### config.mk
export PLATFORM = sky130hd
export DESIGN_NAME = gcb_lane
export DESIGN_NICKNAME = d
export VERILOG_FILES = /design/src/sv/gcb_pkg.sv /design/src/sv/gcb_lane.sv
export SDC_FILE = /design/constraint.sdc
export NUM_CORES = 2
export LEC_CHECK = 0
export BUFFER_PORTS_ARGS = -buffer_cell sky130_fd_sc_hd__buf_4
export CAP_MARGIN = 0
export CORE_MARGIN = 5
export CORE_UTILIZATION = 65
export CTS_BUF_LIST = sky130_fd_sc_hd__clkbuf_2 sky130_fd_sc_hd__clkbuf_4 sky130_fd_sc_hd__clkbuf_8
export DETAILED_ROUTE_END_ITERATION = 12
export PLACE_DENSITY = 0.83
export SLEW_MARGIN = 25
export SYNTH_ARGS = -nofsm -noshare
export SYNTH_HDL_FRONTEND = slang
export SYNTH_SLANG_ARGS = --single-unit
### constraint.sdc
create_clock -name i_clk -period 16.1 [get_ports i_clk]
set_input_delay 0.805 -clock i_clk [delete_from_list [all_inputs] [get_ports i_clk]]
set_output_delay 0.805 -clock i_clk [all_outputs]
set_load 0.01 [all_outputs]
### src/sv/gcb_pkg.sv
`default_nettype none

package gcb_pkg;

    localparam int MAX_LENGTH  = 4096;
    localparam int SAMPLE_BITS = 16;
    localparam int ACC_BITS    = 48;
    localparam int COEF_BITS   = 16;
    localparam int FRAC_BITS   = 14;
    localparam int LEN_BITS    = $clog2(MAX_LENGTH) + 1;
    localparam int CFG_BITS    = 16;
    localparam int PROD_W      = ACC_BITS + COEF_BITS + 1;
    localparam int SHIFT_BITS  = 4;

    localparam logic [LEN_BITS-1:0]     LEN_RESET = LEN_BITS'(256);
    localparam logic signed [COEF_BITS-1:0] COS_RESET = COEF_BITS'(16384);
    localparam logic signed [COEF_BITS-1:0] SIN_RESET = '0;

    localparam logic signed [PROD_W-1:0] ACC_MAX_W =
        {{(PROD_W-ACC_BITS+1){1'b0}}, {(ACC_BITS-1){1'b1}}};
    localparam logic signed [PROD_W-1:0] ACC_MIN_W = ~ACC_MAX_W;

    typedef enum logic [1:0] {
        CFG_BLOCK_LENGTH = 2'd0,
        CFG_COS_COEF     = 2'd1,
        CFG_SIN_COEF     = 2'd2
    } t_cfg_index;

    typedef logic signed [ACC_BITS-1:0]    t_acc;
    typedef logic signed [COEF_BITS-1:0]   t_coef;
    typedef logic signed [SAMPLE_BITS-1:0] t_sample;

    typedef struct packed {
        t_sample sample_re;
        t_sample sample_im;
    } t_in_word;

    typedef struct packed {
        t_acc bin_re;
        t_acc bin_im;
        logic saturated;
    } t_out_word;

    typedef struct packed {
        logic adv;
        logic clr;
    } t_lane_ctl;

    typedef struct packed {
        logic clip;
        t_acc val;
    } t_sat;

    function automatic t_sat sat_fit(input logic signed [PROD_W-1:0] v);
        t_sat r;
        if (v > ACC_MAX_W) begin
            r.clip = 1'b1;
            r.val  = ACC_MAX_W[ACC_BITS-1:0];
        end else if (v < ACC_MIN_W) begin
            r.clip = 1'b1;
            r.val  = ACC_MIN_W[ACC_BITS-1:0];
        end else begin
            r.clip = 1'b0;
            r.val  = v[ACC_BITS-1:0];
        end
        return r;
    endfunction

    function automatic t_sat sat_add(input t_acc a, input t_acc b);
        logic signed [PROD_W-1:0] s;
        s = PROD_W'(a) + PROD_W'(b);
        return sat_fit(s);
    endfunction

    function automatic t_sat sat_sub(input t_acc a, input t_acc b);
        logic signed [PROD_W-1:0] s;
        s = PROD_W'(a) - PROD_W'(b);
        return sat_fit(s);
    endfunction

    // round half up of a*c / 2^shift, saturated
    function automatic t_sat coef_mul(input t_acc a, input t_coef c,
                                      input logic [SHIFT_BITS-1:0] shift);
        logic signed [PROD_W-1:0] p;
        logic signed [PROD_W-1:0] rnd;
        p   = PROD_W'(a) * PROD_W'(c);
        rnd = PROD_W'(1) << (shift - SHIFT_BITS'(1));
        p   = (p + rnd) >>> shift;
        return sat_fit(p);
    endfunction

endpackage

`default_nettype wire

### src/sv/gcb_lane.sv
`default_nettype none

module gcb_lane
    import gcb_pkg::*;
(
    input  wire logic      i_clk,
    input  wire logic      i_rst_n,
    input  wire t_lane_ctl i_ctl,
    input  wire t_sample   i_x,
    input  wire t_coef     i_cos,
    output t_acc           o_s,
    output t_acc           o_s1,
    output logic           o_clip
);

    t_acc r_recent;
    t_acc r_older;
    t_sat n_term;
    t_sat n_sum;
    t_sat n_s;

    always_comb begin
        n_term = coef_mul(r_recent, i_cos, SHIFT_BITS'(FRAC_BITS - 1));
        n_sum  = sat_add(ACC_BITS'(i_x), n_term.val);
        n_s    = sat_sub(n_sum.val, r_older);
    end

    assign o_s    = n_s.val;
    assign o_s1   = r_recent;
    assign o_clip = n_term.clip | n_sum.clip | n_s.clip;

    always_ff @(posedge i_clk) begin
        if (!i_rst_n) begin
            r_recent <= '0;
            r_older  <= '0;
        end else if (i_ctl.adv) begin
            if (i_ctl.clr) begin
                r_recent <= '0;
                r_older  <= '0;
            end else begin
                r_recent <= n_s.val;
                r_older  <= r_recent;
            end
        end
    end

endmodule

`default_nettype wire

==> summary by stage <==
Drt
The antenna violation net count after detailed routing is 0. The first TritonRoute pass finished after 6 iterations. The violation count after the first detailed-route iteration is ~2800.

Wires add up to about 110 mm. The count of vias placed by the detailed router is 31100. The number of remaining DRC errors is 0. The per-cell routed wire length is 20.8 um.

The number of vias per cell is around 6.0.

Cells and area
The finished cells cover 38200 sq um. The finished layout holds 5194 standard cells, fillers aside. The net count of the finished layout is 5435. Compared with the post-synthesis result, the final layout area differs by 5.46%. The share of final-layout standard cells stronger than drive strength 1 is 0.0637. The filler cell count in the final layout is 4422.

STA
The final clock skew is around 0.014 ns. The clock period minus worst slack is 15.63 ns. The total count of hold-check failures in the final report is 0. Setup repair after global routing left no endpoint under its margin.

The total count of max-transition violations in the final report was 0. The highest clock frequency the design can meet is 64.0 MHz. The final count of negative-setup-slack endpoints is 0.

Measured against its own limit, the worst slew margin works out to 0.244. At the pin with the least slew margin, the transition time is 1.13 ns. The setup total negative slack is 0 ns. The tightest hold margin is 0.488 ns. The share of the clock period used by the worst path is 0.971.

Global route
Summed over all layers, the global routing overflow is 0. The all-layer global routing usage is 0.362. The via count of the first global-routing pass came to about 33000.

Entering global routing, the biggest net connects 101 pins. The first global-routing pass estimated approximately 170 mm of wire. The initial antenna violation count is 4.

Yosys
The mean instance size in the synthesized netlist is 8.13 sq um. The number of unique standard cell types used by synthesis is 88. Summed over all instances, the cell type with the most area after synthesis is fa_1. For this run, the number of Yosys warnings is 0. The commonest register cell after synthesis is dfxtp_1.

In the synthesized netlist the async set-or-reset flop fraction comes to 0. In the post-synthesis netlist, the biggest area contributors are fa_1 (40%), inv_1 (9.8%), ha_1 (8.4%), nand2_1 (6.6%), and2_1 (5.5%). The area share of the largest cell type after synthesis is 0.396. The share of the Yosys chip area taken by registers is 0.0531. The number of nets produced by synthesis is ~5500. The post-synthesis sequential element count is 96.

The post-synthesis cell count is roughly 4500. The synthesized netlist occupies a cell area of 36200 sq um. In this run, synthesis inferred 0 flip-flops with an integrated enable.

Place
After detailed placement, the design holds a cell count of 5173. Once placement finished, the instance area stood at roughly 38000 sq um. The estimated wirelength of the detail-placed design is 85.9 mm.

The count of buffers inserted at the top-level ports is approximately 130. At the end of routability-driven placement, the weighted congestion stood at 1.05.

Floorplanning
The number of placed I/O pins is between 100 and 150. The floorplan has 86 rows. The die extent in y is 246 um. After floorplanning, the core was sized to cover 55100 sq um. The initial utilization of the core area, before any placement, comes to 0.657. The die is 246 um wide. The full die area is 60500 sq um.

Setup path
By instance count, the cell type seen most on the critical path is fa_1. STA puts the critical path data required time at 15.29 ns. The number of cells on the worst reg-to-reg path is 47. The startpoint class of the critical path is an input port.

The largest stage delay on the critical path is ~0.68 ns. The data arrival time of the critical path is 14.82 ns. The maximum fanout count along the critical path is 37. The slowest stage of the critical path belongs to the cell a2111oi_1. STA classifies the critical path endpoint as an output port.

The kind of critical path is in2out.

Min path
The hold path depth is 2. The tightest min-delay check is of the reg2reg type.

Clock network
The clock drives 96 sinks. The count of hold buffers inserted by post-cts repair is 0. Counting the buffers created by CTS gives 9. No sink is reached through more buffers than the 2 on the longest clock path. The number of levels in the clock H-tree is 3.

The root buffer cell is clkbuf_8. Clock-pin slew was measured on the worst setup and hold paths at 0.09 ns. The later pin in the worst-skew pair is clocked with a latency of 0.41 ns. TritonCTS built the clock tree.

Outcome
The flow ran to the end, and the final reports show no timing, DRC or antenna violations.

Flow run
The count of maximum capacitance violations is 0.
cell families (layout without fill, tap and decap cells):
| kind of cell | after synthesis | in the layout | synth area share |
|---|---|---|---|
| adder cells (fa/ha/maj) | 965 | 965 | 0.482 |
| XOR/XNOR | 143 | 143 | 0.0346 |
| buffers and inverters | 1195 | 1184 | 0.125 |
| other | 0 | 2 | 0 |
| AND/OR/NAND/NOR | 1289 | 1289 | 0.168 |
| flip-flops | 96 | 96 | 0.0531 |
| AO/OA/AOI/OAI | 766 | 767 | 0.137 |
critical path: cells and delay by family:
family	cells	cell delay, ns
buf+inv	8	1.63
fa+ha+maj	9	4.38
simple gates	9	1.56
compound gates	22	6.45
cell usage in the layout, fill, tap and decap left out, types with 5 or more instances in the layout:
| cell type | n |
|---|---|
| inv_1 | 945 |
| fa_1 | 717 |
| nand2_1 | 638 |
| and2_1 | 317 |
| ha_1 | 243 |
| buf_4 | 220 |
| a21oi_1 | 209 |
| o21ai_0 | 168 |
| nor2_1 | 146 |
| dfxtp_1 | 95 |
| a21o_1 | 85 |
| xnor2_1 | 79 |
| xor2_1 | 64 |
| o22ai_1 | 50 |
| nand4_1 | 37 |
| a22o_1 | 37 |
| nand3_1 | 32 |
| nor3_1 | 32 |
| o21a_1 | 30 |
| o21bai_1 | 26 |
| a31oi_1 | 18 |
| and3_1 | 18 |
| nand2b_1 | 18 |
| nor2b_1 | 16 |
| o31ai_1 | 15 |
| a211oi_1 | 12 |
| o211ai_1 | 12 |
| o21ai_1 | 9 |
| clkbuf_8 | 9 |
| a2111oi_0 | 7 |
| and4_1 | 6 |
| a211o_1 | 6 |
| nor4_1 | 6 |
| o221ai_1 | 6 |
| or3_1 | 5 |
| maj3_1 | 5 |
synthesized netlist by cell type, types with 6 or more instances:
master	number
inv_1	945
fa_1	717
nand2_1	638
and2_1	317
ha_1	243
clkbuf_1	218
a21oi_1	211
o21ai_0	168
nor2_1	147
dfxtp_1	96
a21o_1	85
xnor2_1	79
xor2_1	64
o22ai_1	50
a22o_1	37
nand4_1	37
nand3_1	33
nor3_1	32
o21a_1	30
o21bai_1	26
a31oi_1	18
and3_1	18
nand2b_1	18
buf_2	16
nor2b_1	16
o31ai_1	16
a211oi_1	13
o211ai_1	12
o21ai_1	9
a2111oi_0	8
buf_1	7
a211o_1	6
and4_1	6
nor4_1	6
o221ai_1	6
per-stage QoR:
step	util	worst slack (ns)
after global placement	0.687	0.502
after detailed placement	0.687	0.365
final	0.693	0.473
after floorplan	-	2.53
after CTS	0.691	0.227
after global routing	0.693	0.0142
path summary, 6_finish.rpt:
path | to | slack (ns) | from
setup / recovery | o_s[45] | 0.47 | i_cos[2]
hold / removal | o_s1[30] | 0.49 | o_s1[30]
setup reg to reg | o_s1[45] | 1.68 | o_s1[4]
hold reg to reg | o_s1[30] | 0.49 | o_s1[30]
metal layers:
layer | vias up | GRT usage | wire [um]
met4 | 2 | 0.211 | 8560
met3 | 458 | 0.0602 | 9680
met5 | - | 0 | 13
met2 | 1696 | 0.594 | 50100
li1 | 13700 | - | -
met1 | 15200 | 0.455 | 39800
state kept, by name (all words and copies together), names as in the netlist:
| register | flops |
|---|---|
| o_s1 | 48 |
| r_older | 48 |
repair_timing:
action | 4_1_cts | 5_1_grt
buffers inserted | 0 | 2
endpoints found under the setup margin | 0 | 49
endpoints found under the hold margin | 0 | 0
gates resized for setup | 0 | 16
layout make-up:
class / count / area (sq um) / share of cell area
clock buffer: 9 / 124 / 0.00324
tap: 748 / 936 / 0.0245
sequential: 96 / 1920 / 0.0504
antenna: 2 / 5.00 / 0.000131
timing repair buffer: 222 / 1680 / 0.0441
inverter: 946 / 3550 / 0.0930
multi-input combinational: 3164 / 29900 / 0.782
clock inverter: 7 / 96.3 / 0.00252
Power is left out: the tool's default activity adds up to more than one toggle a clock period on the data nets, which glitch-free logic cannot reach.
